File: src/hdl/bcc_pkg.sv
// ----------------------------------------------------------------------------
// bcc_pkg: shared types and constants for the button click classifier
// Item structs, event codes, register indexes and reset values.
// ----------------------------------------------------------------------------
`default_nettype none

package bcc_pkg;

  // timestamp arithmetic width (wrapping)
  localparam int TIME_BITS = 32;

  localparam int NOW_W    = 32;
  localparam int MS_W     = 16;
  localparam int CFG_IDX_W = 2;
  localparam int CFG_DAT_W = 16;

  typedef logic [TIME_BITS-1:0] time_t;
  typedef logic [MS_W-1:0]      ms_t;

  // event codes
  typedef enum logic [1:0] {
    EV_NONE   = 2'd0,
    EV_SINGLE = 2'd1,
    EV_DOUBLE = 2'd2,
    EV_LONG   = 2'd3
  } event_t;

  // configuration register indexes
  typedef enum logic [CFG_IDX_W-1:0] {
    REG_ACTIVE_LEVEL    = 2'd0,
    REG_DEBOUNCE_MS     = 2'd1,
    REG_LONG_PRESS_MS   = 2'd2,
    REG_DOUBLE_CLICK_MS = 2'd3
  } cfg_reg_t;

  // register reset values
  localparam logic RST_ACTIVE_LEVEL    = 1'b0;
  localparam ms_t  RST_DEBOUNCE_MS     = 16'd30;
  localparam ms_t  RST_LONG_PRESS_MS   = 16'd1000;
  localparam ms_t  RST_DOUBLE_CLICK_MS = 16'd300;

  typedef struct packed {
    logic             pin_level;
    logic [NOW_W-1:0] now_ms;
  } in_item_t;

  typedef struct packed {
    logic [1:0] event_res;
    logic       stable_pressed;
  } out_item_t;

  // configuration bundle to the classifier core
  typedef struct packed {
    logic active_level;
    ms_t  debounce_ms;
    ms_t  long_press_ms;
    ms_t  double_click_ms;
  } cfg_t;

endpackage

`default_nettype wire

File: src/hdl/bcc_cfg_regs.sv
// ----------------------------------------------------------------------------
// bcc_cfg_regs: configuration register file
// Plain write port; registers reset to their documented defaults.
// ----------------------------------------------------------------------------
`default_nettype none

module bcc_cfg_regs (
  input  wire logic                          clk,
  input  wire logic                          rst_n,
  input  wire logic                          cfg_we,
  input  wire logic [bcc_pkg::CFG_IDX_W-1:0] cfg_index,
  input  wire logic [bcc_pkg::CFG_DAT_W-1:0] cfg_data,
  output bcc_pkg::cfg_t                      cfg
);

  bcc_pkg::cfg_t cfg_r;

  // register writes
  always_ff @(posedge clk) begin
    if (!rst_n) begin
      cfg_r.active_level    <= bcc_pkg::RST_ACTIVE_LEVEL;
      cfg_r.debounce_ms     <= bcc_pkg::RST_DEBOUNCE_MS;
      cfg_r.long_press_ms   <= bcc_pkg::RST_LONG_PRESS_MS;
      cfg_r.double_click_ms <= bcc_pkg::RST_DOUBLE_CLICK_MS;
    end else if (cfg_we) begin
      case (bcc_pkg::cfg_reg_t'(cfg_index))
        bcc_pkg::REG_ACTIVE_LEVEL:    cfg_r.active_level    <= cfg_data[0];
        bcc_pkg::REG_DEBOUNCE_MS:     cfg_r.debounce_ms     <= cfg_data[bcc_pkg::MS_W-1:0];
        bcc_pkg::REG_LONG_PRESS_MS:   cfg_r.long_press_ms   <= cfg_data[bcc_pkg::MS_W-1:0];
        bcc_pkg::REG_DOUBLE_CLICK_MS: cfg_r.double_click_ms <= cfg_data[bcc_pkg::MS_W-1:0];
        default: begin
        end
      endcase
    end
  end

  assign cfg = cfg_r;

endmodule

`default_nettype wire

File: src/hdl/bcc_core.sv
// ----------------------------------------------------------------------------
// bcc_core: debounce and click classification state
// Holds the press/click state; computes one result per item and commits the
// new state when the item advances.
// ----------------------------------------------------------------------------
`default_nettype none

module bcc_core (
  input  wire logic               clk,
  input  wire logic               rst_n,
  input  wire bcc_pkg::cfg_t      cfg,
  input  wire logic               adv,
  input  wire bcc_pkg::in_item_t  item,
  output bcc_pkg::out_item_t      res
);

  logic            raw_r,   raw_nxt;
  logic            deb_r,   deb_nxt;
  logic            long_r,  long_nxt;
  logic            pend_r,  pend_nxt;
  bcc_pkg::time_t  chg_r,   chg_nxt;
  bcc_pkg::time_t  press_r, press_nxt;
  bcc_pkg::time_t  click_r, click_nxt;

  bcc_pkg::time_t  now;
  bcc_pkg::time_t  el_chg;
  bcc_pkg::time_t  el_press;
  bcc_pkg::time_t  el_click;
  bcc_pkg::time_t  dbl_lim;
  logic            deb_ok;
  bcc_pkg::event_t ev;

  assign now     = bcc_pkg::TIME_BITS'(item.now_ms);
  assign dbl_lim = bcc_pkg::TIME_BITS'(cfg.double_click_ms);

  // raw level tracking and debounce timer
  always_comb begin
    raw_nxt = (item.pin_level == cfg.active_level);
    if (raw_nxt != raw_r) begin
      chg_nxt = now;
      el_chg  = '0;
    end else begin
      chg_nxt = chg_r;
      el_chg  = now - chg_r;
    end
    deb_ok = (el_chg >= bcc_pkg::TIME_BITS'(cfg.debounce_ms));
  end

  // press and click classification
  always_comb begin
    ev        = bcc_pkg::EV_NONE;
    deb_nxt   = deb_r;
    long_nxt  = long_r;
    pend_nxt  = pend_r;
    press_nxt = press_r;
    click_nxt = click_r;
    el_press  = now - press_r;
    el_click  = now - click_r;
    if (deb_ok) begin
      if (deb_r != raw_nxt) begin
        deb_nxt = raw_nxt;
        if (raw_nxt) begin
          press_nxt = now;
          el_press  = '0;
          long_nxt  = 1'b0;
        end else if (!long_r) begin
          if (pend_r && (el_click <= dbl_lim)) begin
            pend_nxt = 1'b0;
            ev       = bcc_pkg::EV_DOUBLE;
          end else begin
            pend_nxt  = 1'b1;
            click_nxt = now;
            el_click  = '0;
          end
        end
      end
      if (deb_nxt && !long_nxt &&
          (el_press >= bcc_pkg::TIME_BITS'(cfg.long_press_ms))) begin
        long_nxt = 1'b1;
        pend_nxt = 1'b0;
        ev       = bcc_pkg::EV_LONG;
      end
    end
    // pending click timeout
    if (pend_nxt && (el_click > dbl_lim)) begin
      pend_nxt = 1'b0;
      ev       = bcc_pkg::EV_SINGLE;
    end
  end

  // flag state
  always_ff @(posedge clk) begin
    if (!rst_n) begin
      raw_r  <= 1'b0;
      deb_r  <= 1'b0;
      long_r <= 1'b0;
      pend_r <= 1'b0;
    end else if (adv) begin
      raw_r  <= raw_nxt;
      deb_r  <= deb_nxt;
      long_r <= long_nxt;
      pend_r <= pend_nxt;
    end
  end

  // timestamps
  always_ff @(posedge clk) begin
    if (!rst_n) begin
      chg_r   <= '0;
      press_r <= '0;
      click_r <= '0;
    end else if (adv) begin
      chg_r   <= chg_nxt;
      press_r <= press_nxt;
      click_r <= click_nxt;
    end
  end

  assign res.event_res      = ev;
  assign res.stable_pressed = deb_nxt;

endmodule

`default_nettype wire

File: src/hdl/button_click_classifier.sv
// ----------------------------------------------------------------------------
// button_click_classifier: debounced single, double and long press detector
//
// Input channel (in_valid/in_stall/in_data): one poll sample per item, the raw
// pin level and a free-running millisecond timestamp. Output channel
// (out_valid/out_stall/out_data): exactly one result per sample, an event code
// (none, single, double, long) and the debounced pressed level. Configuration
// (cfg_we/cfg_index/cfg_data) must be written only while idle (not enforced).
//
// An accepted sample lands in an input register, the classifier evaluates it
// combinationally and its result is loaded into the output register, which
// drives out_valid. The block takes one item per cycle while the receiver does
// not stall; the classifier state is committed as each item advances.
// When the receiver stalls, the held result stays in the output register and
// one more sample is still taken into the input register; after that in_stall
// rises until the output drains.
// Synchronous reset clears all press/click state and restores default
// register values; no item is held after reset.
// ----------------------------------------------------------------------------
`default_nettype none

module button_click_classifier (
  input  wire logic                          clk,
  input  wire logic                          rst_n,
  input  wire logic                          in_valid,
  output logic                               in_stall,
  input  wire bcc_pkg::in_item_t             in_data,
  output logic                               out_valid,
  input  wire logic                          out_stall,
  output bcc_pkg::out_item_t                 out_data,
  input  wire logic                          cfg_we,
  input  wire logic [bcc_pkg::CFG_IDX_W-1:0] cfg_index,
  input  wire logic [bcc_pkg::CFG_DAT_W-1:0] cfg_data
);

  bcc_pkg::cfg_t      cfg;
  logic               in_vld_r;
  bcc_pkg::in_item_t  in_item_r;
  logic               out_vld_r;
  bcc_pkg::out_item_t out_item_r;
  bcc_pkg::out_item_t res;
  logic               adv;
  logic               in_acc;

  bcc_cfg_regs u_cfg (
    .clk       (clk),
    .rst_n     (rst_n),
    .cfg_we    (cfg_we),
    .cfg_index (cfg_index),
    .cfg_data  (cfg_data),
    .cfg       (cfg)
  );

  // item advances from input register to output register
  assign adv      = in_vld_r && (!out_vld_r || !out_stall);
  assign in_stall = in_vld_r && !adv;
  assign in_acc   = in_valid && !in_stall;

  // input register
  always_ff @(posedge clk) begin
    if (!rst_n) begin
      in_vld_r <= 1'b0;
    end else if (in_acc) begin
      in_vld_r <= 1'b1;
    end else if (adv) begin
      in_vld_r <= 1'b0;
    end
  end

  always_ff @(posedge clk) begin
    if (in_acc) begin
      in_item_r <= in_data;
    end
  end

  bcc_core u_core (
    .clk   (clk),
    .rst_n (rst_n),
    .cfg   (cfg),
    .adv   (adv),
    .item  (in_item_r),
    .res   (res)
  );

  // output register
  always_ff @(posedge clk) begin
    if (!rst_n) begin
      out_vld_r <= 1'b0;
    end else if (adv) begin
      out_vld_r <= 1'b1;
    end else if (!out_stall) begin
      out_vld_r <= 1'b0;
    end
  end

  always_ff @(posedge clk) begin
    if (adv) begin
      out_item_r <= res;
    end
  end

  assign out_valid = out_vld_r;
  assign out_data  = out_item_r;

endmodule

`default_nettype wire

File: config.mk
export PLATFORM = sky130hd
export DESIGN_NAME = button_click_classifier
export DESIGN_NICKNAME = d
export VERILOG_FILES = /design/src/hdl/bcc_pkg.sv /design/src/hdl/bcc_cfg_regs.sv /design/src/hdl/bcc_core.sv /design/src/hdl/button_click_classifier.sv
export SDC_FILE = /design/constraint.sdc
export NUM_CORES = 1
export LEC_CHECK = 0
export BUFFER_PORTS_ARGS = -buffer_cell sky130_fd_sc_hd__buf_4
export CAP_MARGIN = 20
export CORE_MARGIN = 4
export CORE_UTILIZATION = 35
export CTS_CLUSTER_SIZE = 24
export DETAILED_ROUTE_END_ITERATION = 6
export GPL_TIMING_DRIVEN = 0
export HOLD_SLACK_MARGIN = 0.15
export PLACE_DENSITY = 0.6
export SETUP_SLACK_MARGIN = 0.05
export SLEW_MARGIN = 20
export SYNTH_ARGS = -nofsm -noshare
export SYNTH_HDL_FRONTEND = slang
export SYNTH_SLANG_ARGS = --single-unit
File: constraint.sdc
create_clock -name clk -period 18.7 [get_ports clk]
set_clock_uncertainty 0.2 [all_clocks]
set_input_delay 0 -clock clk [delete_from_list [all_inputs] [get_ports clk]]
set_output_delay 0 -clock clk [all_outputs]
set_load 0.01 [all_outputs]
==> results of run 1 <==
-- stage by stage --
step / util, % / total power [W] / hold slack, ps / setup slack (ps) / instances
floorplan: - / 0.000685 / -101 / 11620 / 1852
global placement: 38.3 / 0.000773 / -22.0 / 9940 / 2443
detailed placement: 38.4 / 0.000780 / -20.5 / 10000 / 2444
CTS: 42.4 / 0.00116 / 156 / 9950 / 2584
global route: 42.5 / 0.00122 / 204 / 9170 / 2584
finish: 42.5 / 0.00115 / 191 / 9900 / 2584
-- final cells by class --
| type | count | area [um2] |
|---|---|---|
| timing repair buffer | 168 | 1550 |
| multi-input combinational | 1418 | 9590 |
| buffer | 72 | 313 |
| clock buffer | 23 | 500 |
| clock inverter | 9 | 75.1 |
| fill | 4114 | 23700 |
| inverter | 175 | 657 |
| tap | 532 | 666 |
| sequential | 187 | 4100 |
-- power breakdown --
group	leakage (nW)	total (W)	internal, W	switching, W
Combinational	4.81	0.000349	0.000147	0.000203
Sequential	1.58	0.000446	0.000428	0.0000175
Clock	0.281	0.000360	0.000192	0.000168
Total	6.67	0.00115	0.000767	0.000388
-- synthesized netlist by cell type (all sizes together), types with 19 or more instances --
cell type | number | area (um2)
nand2 | 256 | 961
ha | 157 | 1960
clkbuf | 62 | 233
o211ai | 31 | 233
dfxtp | 151 | 3020
xor2 | 19 | 166
a21boi | 74 | 556
inv | 175 | 657
nor2b | 97 | 607
a21oi | 137 | 686
mux2i | 72 | 721
a211oi | 23 | 173
nor2 | 107 | 402
o21ai | 83 | 419
a21o | 22 | 165
nand4 | 27 | 169
edfxtp | 36 | 1080
nor3 | 40 | 200
xnor2 | 43 | 377
o21a | 23 | 173
nand3 | 33 | 170
-- routing by layer --
| layer | GRT usage (%) | up-vias | part of all wire [%] |
|---|---|---|---|
| met5 | 0 | - | 0 |
| met4 | 7.84 | 0 | 3.6 |
| met3 | 2.17 | 89 | 4.1 |
| met2 | 32.7 | 369 | 48 |
| met1 | 24.0 | 6340 | 45 |
| li1 | - | 6888 | - |
-- worst max-delay path by stage --
stage / startpoint / to / slack, ps / cells after the start
6_report: in_item_r[0]$_DFFE_PP_ / u_core.pend_r$_SDFFE_PN0P_ / 9900 / 36
4_1_cts: in_item_r[0]$_DFFE_PP_ / u_core.pend_r$_SDFFE_PN0P_ / 9950 / 36
5_1_grt: in_item_r[0]$_DFFE_PP_ / u_core.pend_r$_SDFFE_PN0P_ / 9170 / 36
3_5_place_dp: in_item_r[0]$_DFFE_PP_ / u_core.pend_r$_SDFFE_PN0P_ / 10000 / 36
3_3_place_gp: in_item_r[0]$_DFFE_PP_ / u_core.pend_r$_SDFFE_PN0P_ / 9940 / 36
2_1_floorplan: in_item_r[0]$_DFFE_PP_ / out_data[1]$_SDFFCE_PP1P_ / 11620 / 34
-- logic make-up (layout without fill, tap and decap cells) --
logic type                 count (synthesis)  count (layout)  share of synthesized area, %
AOI/OAI and AO/OA                        486             486                          22.0
xor gates and xnor gates                  62              62                          3.71
adders and majority gates                160             160                          13.8
buffers and inverters                    247             447                          6.62
DFF                                      187             187                          28.0
muxes                                     73              73                          5.00
and+or+nand+nor                          637             637                          20.8
-- state kept, by name (all words and copies together) (netlist names) --
name,cells
in_item_r,33
in_vld_r,1
out_data,3
out_valid,1
u_cfg.cfg,49
u_core.chg_r,32
u_core.click_r,32
u_core.deb_r,1
u_core.long_r,1
u_core.pend_r,1
u_core.press_r,32
u_core.raw_r,1
-- worst reg2reg max path: cells and delay by family, from the launching register on --
family,cells,cell delay (ps)
compound gates,16,3760
simple gates,12,2380
fa+ha+maj,4,1210
buf+inv,3,510
flops,1,480
xor+xnor,1,190
-- cell usage in the layout, fill, tap and decap left out, types with 6 or more instances in the layout --
cell and count:
nand2_1 256, inv_1 175, ha_1 157, dfxtp_1 151, a21oi_1 137, dlygate4sd3_1 108
nor2_1 107, nor2b_1 96, o21ai_0 78, a21boi_0 72, mux2i_1 72, clkbuf_1 65
buf_4 61, xnor2_1 43, nor3_1 39, edfxtp_1 36, nand3_1 32, o211ai_1 31
nand4_1 27, o21a_1 23, a211oi_1 23, a21o_1 22, xor2_1 19, clkbuf_16 19
a2111oi_0 13, nand2b_1 12, o21bai_1 11, a31oi_1 10, or3_1 10, and3_1 10
and2_1 8, o2111ai_1 7, nand3b_1 7, o31ai_1 6
-- repair_timing --
action / in CTS / in global routing
setup buffers: 0 / 0
hold endpoints to repair: 165 / 0
hold buffers: 108 / 0
==> results.cfg, run 1 <==
[outcome]
status = complete, no violations

[worst_setup_path]
r2r-end = u_core.pend_r$_SDFFE_PN0P_
crit_top_cell = o21a_1
cpPeakStageDelay_ps = 570
path_class = reg -> reg
crit_fanout = 10
cp_top_family = compound AO/OA/AOI/OAI gates
reg2reg_from = in_item_r[0]$_DFFE_PP_
arrival_ps = 8980
slowest_stage = a211oi_1
worstSetupStartpointType = flop
r2r_cells = 36
cp_num_buf_inv = 3
required_ps = 18880
endpoint_kind = flop
reg2reg_slack_ps = 9900

[grt]
grt_pass1_wl_um = 68900
grt-ovfl-total = 0
antenna_found_initial = 0
grt_pass1_vias = 13500
grt_max_degree = 21
grtUsageTotal_pct = 18.9

[synth]
netlist_instances = 1852
yosysWarnings = 0
synth_cell_types = 77
syn_nets = 2068
seq_area_frac_synth_pct = 28.0
netlist_area_um2 = 14600
synthArstFlopShare_pct = 0
synth-edff-count = 36
yosys_most_used_dff = dfxtp_1
syn_area_per_cell_um2 = 7.91
synth-seq-cells = 187

[clock_network]
cts-buffers-inserted = 17
cts_tree = done
cts_resized = 0
cts-root-buf = clkbuf_16
clock_latency_ps = 460
clk_path_buf_depth = 2
cts_sinks = 187
htree_levels = 4
path_clk_slew_ps = 70

[job]
drv_cap = 0

[layout]
drive_gt1_share_pct = 5.75
antennaDiodeCount = 0
area_growth_syn_to_layout_pct = 19.2
nNetsFinal = 2255
fin_area_um2 = 17500

[die]
dieWidth_um = 213
num_rows = 74
core_area_um2 = 41100
die_area_um2 = 45200
die_h_um = 213
pin_count = 61
start_util_pct = 35.6

[timing]
rsz0062_at_grt = false
setup_viol = 0
worst_pin_slew_ps = 1050
period_share_pct = 47.0
final.min_clock_period_ps = 8800
hold_viol = 0
setup_tns_ps = 0
timing.final.max_slew_violations = 0
slew_headroom_pct = 29.9
max_freq_mhz = 114

[placement]
post-dp-hpwl_um = 33800
place_area_um2 = 15800
numPortBuffers = 59
gp_congestion = 0.920

[min_path]
min_path_type = in -> reg
min_to = out_valid$_SDFFE_PN0P_
hold_depth = 4
min_from = out_stall

[power_and_ir_drop]
power_density_nw_per_um2 = 66.1
power.leakage_nw = 6.67
vdd_drop_max_v = 0.0000534

[detailed_routing]
route.detailed.drc = 0
route.antenna.remaining_nets = 0
wl_per_cell_um = 16.8
vias = 13700
drt-vias-per-instance = 5.30
dr.first_iter.drc_count = 1052
first_pass_iters = 5
wirelength_um = 43300
(Power assumes the default switching activity.)
==> run 2: changes to the inputs <==
--- a/config.mk
+++ b/config.mk
@@ -13,7 +13,7 @@
 export DETAILED_ROUTE_END_ITERATION = 6
 export GPL_TIMING_DRIVEN = 0
 export HOLD_SLACK_MARGIN = 0.15
-export PLACE_DENSITY = 0.6
+export PLACE_DENSITY = 0.62
 export SETUP_SLACK_MARGIN = 0.05
 export SLEW_MARGIN = 20
 export SYNTH_ARGS = -nofsm -noshare
==> constraint.sdc (replaced) <==
create_clock -name clk -period 7.6 [get_ports clk]
set_clock_uncertainty 0.2 [all_clocks]
set_input_delay 0 -clock clk [delete_from_list [all_inputs] [get_ports clk]]
set_output_delay 0 -clock clk [all_outputs]
set_load 0.01 [all_outputs]
==> run 2 against run 1 <==
Against the previous run:
- count of clock-buffer cells in the layout decreased by 5
- largest cell class unchanged
- first-iteration DRC count decreased by 4.8%
- sequential cell count unchanged
- highest routed layer unchanged
- core utilization increased by 0.85 points
- via count increased by 1.2%
==> results.cfg, run 2 (synthesized netlist as in run 1, its figures left out) <==
[outcome]
status = complete, no violations

[detailed_routing]
first_pass_iters = 6
drt-vias-per-instance = 5.31
wl_per_cell_um = 16.8
dr.first_iter.drc_count = 1002
wirelength_um = 43800
route.detailed.drc = 0
route.antenna.remaining_nets = 0
vias = 13900

[worst_setup_path]
path_class = reg -> reg
worstSetupStartpointType = flop
required_ps = 7790
crit_fanout = 5
arrival_ps = 7710
slowest_stage = or4_4
cpPeakStageDelay_ps = 550
endpoint_kind = flop
cp_num_buf_inv = 5
crit_top_cell = o21a_1
cp_top_family = compound AO/OA/AOI/OAI gates

[layout]
multi_input_area_um2 = 9760
area_growth_syn_to_layout_pct = 21.6
final_cell_mix = 254 x nand2_1, 173 x inv_1, 154 x ha_1
final_common_cell = nand2_1
largest_reg_flops = 49
nNetsFinal = 2280
drive_gt1_share_pct = 8.48
antennaDiodeCount = 0
layout.cells.non_filler = 2608
seq_area_um2 = 4100
num-fill-cells = 4048

[clock_network]
clk_path_buf_depth = 2
cts_tree = done
clock_latency_ps = 460
cts_sinks = 187
htree_levels = 4
path_clk_slew_ps = 80
cts-root-buf = clkbuf_16
cts-buffers-inserted = 17

[power_and_ir_drop]
vdd_drop_max_v = 0.000147
power.leakage_nw = 6.82
power_density_nw_per_um2 = 162

[timing]
rsz0062_at_grt = true
period_share_pct = 99.0
final.min_clock_period_ps = 7520
hold_ws_ps = 173
hold_viol = 0
worst_pin_slew_ps = 1030
setup_viol = 0
setup_tns_ps = 0
max_freq_mhz = 133
fin_ws_ps = 77.1
slew_headroom_pct = 30.6
timing.final.max_slew_violations = 0

[placement]
numPortBuffers = 59
post-dp-hpwl_um = 33600
place_inst = 2444
gp_congestion = 0.898
pre_cts_slack_ps = -1090

[grt]
antenna_found_initial = 0
grt_max_degree = 22
grtUsageTotal_pct = 19.1
grt_pass1_wl_um = 69300
grt-ovfl-total = 0
grt_pass1_vias = 13600

[die]
dieWidth_um = 213
pin_count = 61
start_util_pct = 35.6
core_area_um2 = 41100
die_h_um = 213
die_area_um2 = 45200
num_rows = 74

[job]
drv_cap = 0

[min_path]
min_path_type = in -> reg
run 2: cell types whose count changed in the layout (fill, tap and decap cells not counted), sizes merged:
cell,delta
inv,+1
dlygate4sd3,-2
clkinv,+3
buf,+27
clkbuf,-5
run 2: what timing repair did:
item / CTS / global route
hold buffers: 106 / 0
buffers inserted: 13 / 14
pin swaps: 5 / 30
resized for setup: 15 / 29
setup endpoints to repair: 2 / 2
endpoints found under the hold margin: 185 / 0
run 2: layout make-up:
type,instances,share of cell area [%]
buffer,72,1.79
tap,532,3.74
clock inverter,13,0.611
sequential,187,23.0
clock buffer,18,2.53
inverter,175,3.69
timing repair buffer,193,9.76
multi-input combinational,1418,54.8
run 2: path summary, 6_finish.rpt:
kind	from	to	slack [ps]	depth (start not counted)
min	cfg_data[2]	u_cfg.cfg[34]$_SDFFE_PN1P_	170	4
max	in_item_r[0]$_DFFE_PP_	u_core.pend_r$_SDFFE_PN0P_	80	38
min reg2reg	u_core.chg_r[23]$_SDFFE_PN0P_	u_core.chg_r[23]$_SDFFE_PN0P_	260	2
max reg2reg	in_item_r[0]$_DFFE_PP_	u_core.pend_r$_SDFFE_PN0P_	80	38
run 2: power by group:
group	switching, W	leakage [nW]	internal, W
logic	0.000522	4.97	0.000395
registers	0.0000416	1.58	0.00105
clock network	0.000426	0.278	0.000445
total	0.000989	6.82	0.00189
run 2: per-layer routing:
layer / track usage, % / share of wire [%]
met2: 33.7 / 49
met5: 0 / 0
met3: 2.45 / 4.3
met4: 6.33 / 2.6
met1: 24.2 / 44
run 2: worst register-to-register path, delay by kind of cell, from the launching register on:
family / cells / cell delay [ps]
compound gates: 16 / 2730
buf+inv: 5 / 700
xor+xnor: 1 / 190
fa+ha+maj: 4 / 1140
flops: 1 / 440
simple gates: 12 / 2080
run 2: through the flow:
| step | area (um2) | total power [W] | util (%) |
|---|---|---|---|
| 5_1_grt | 17800 | 0.00304 | 43.3 |
| 3_5_place_dp | 15800 | 0.00192 | 38.4 |
| 4_1_cts | 17600 | 0.00285 | 42.7 |
| 6_report | 17800 | 0.00288 | 43.3 |
| 3_3_place_gp | 15800 | 0.00190 | 38.3 |
| 2_1_floorplan | 14600 | 0.00169 | - |
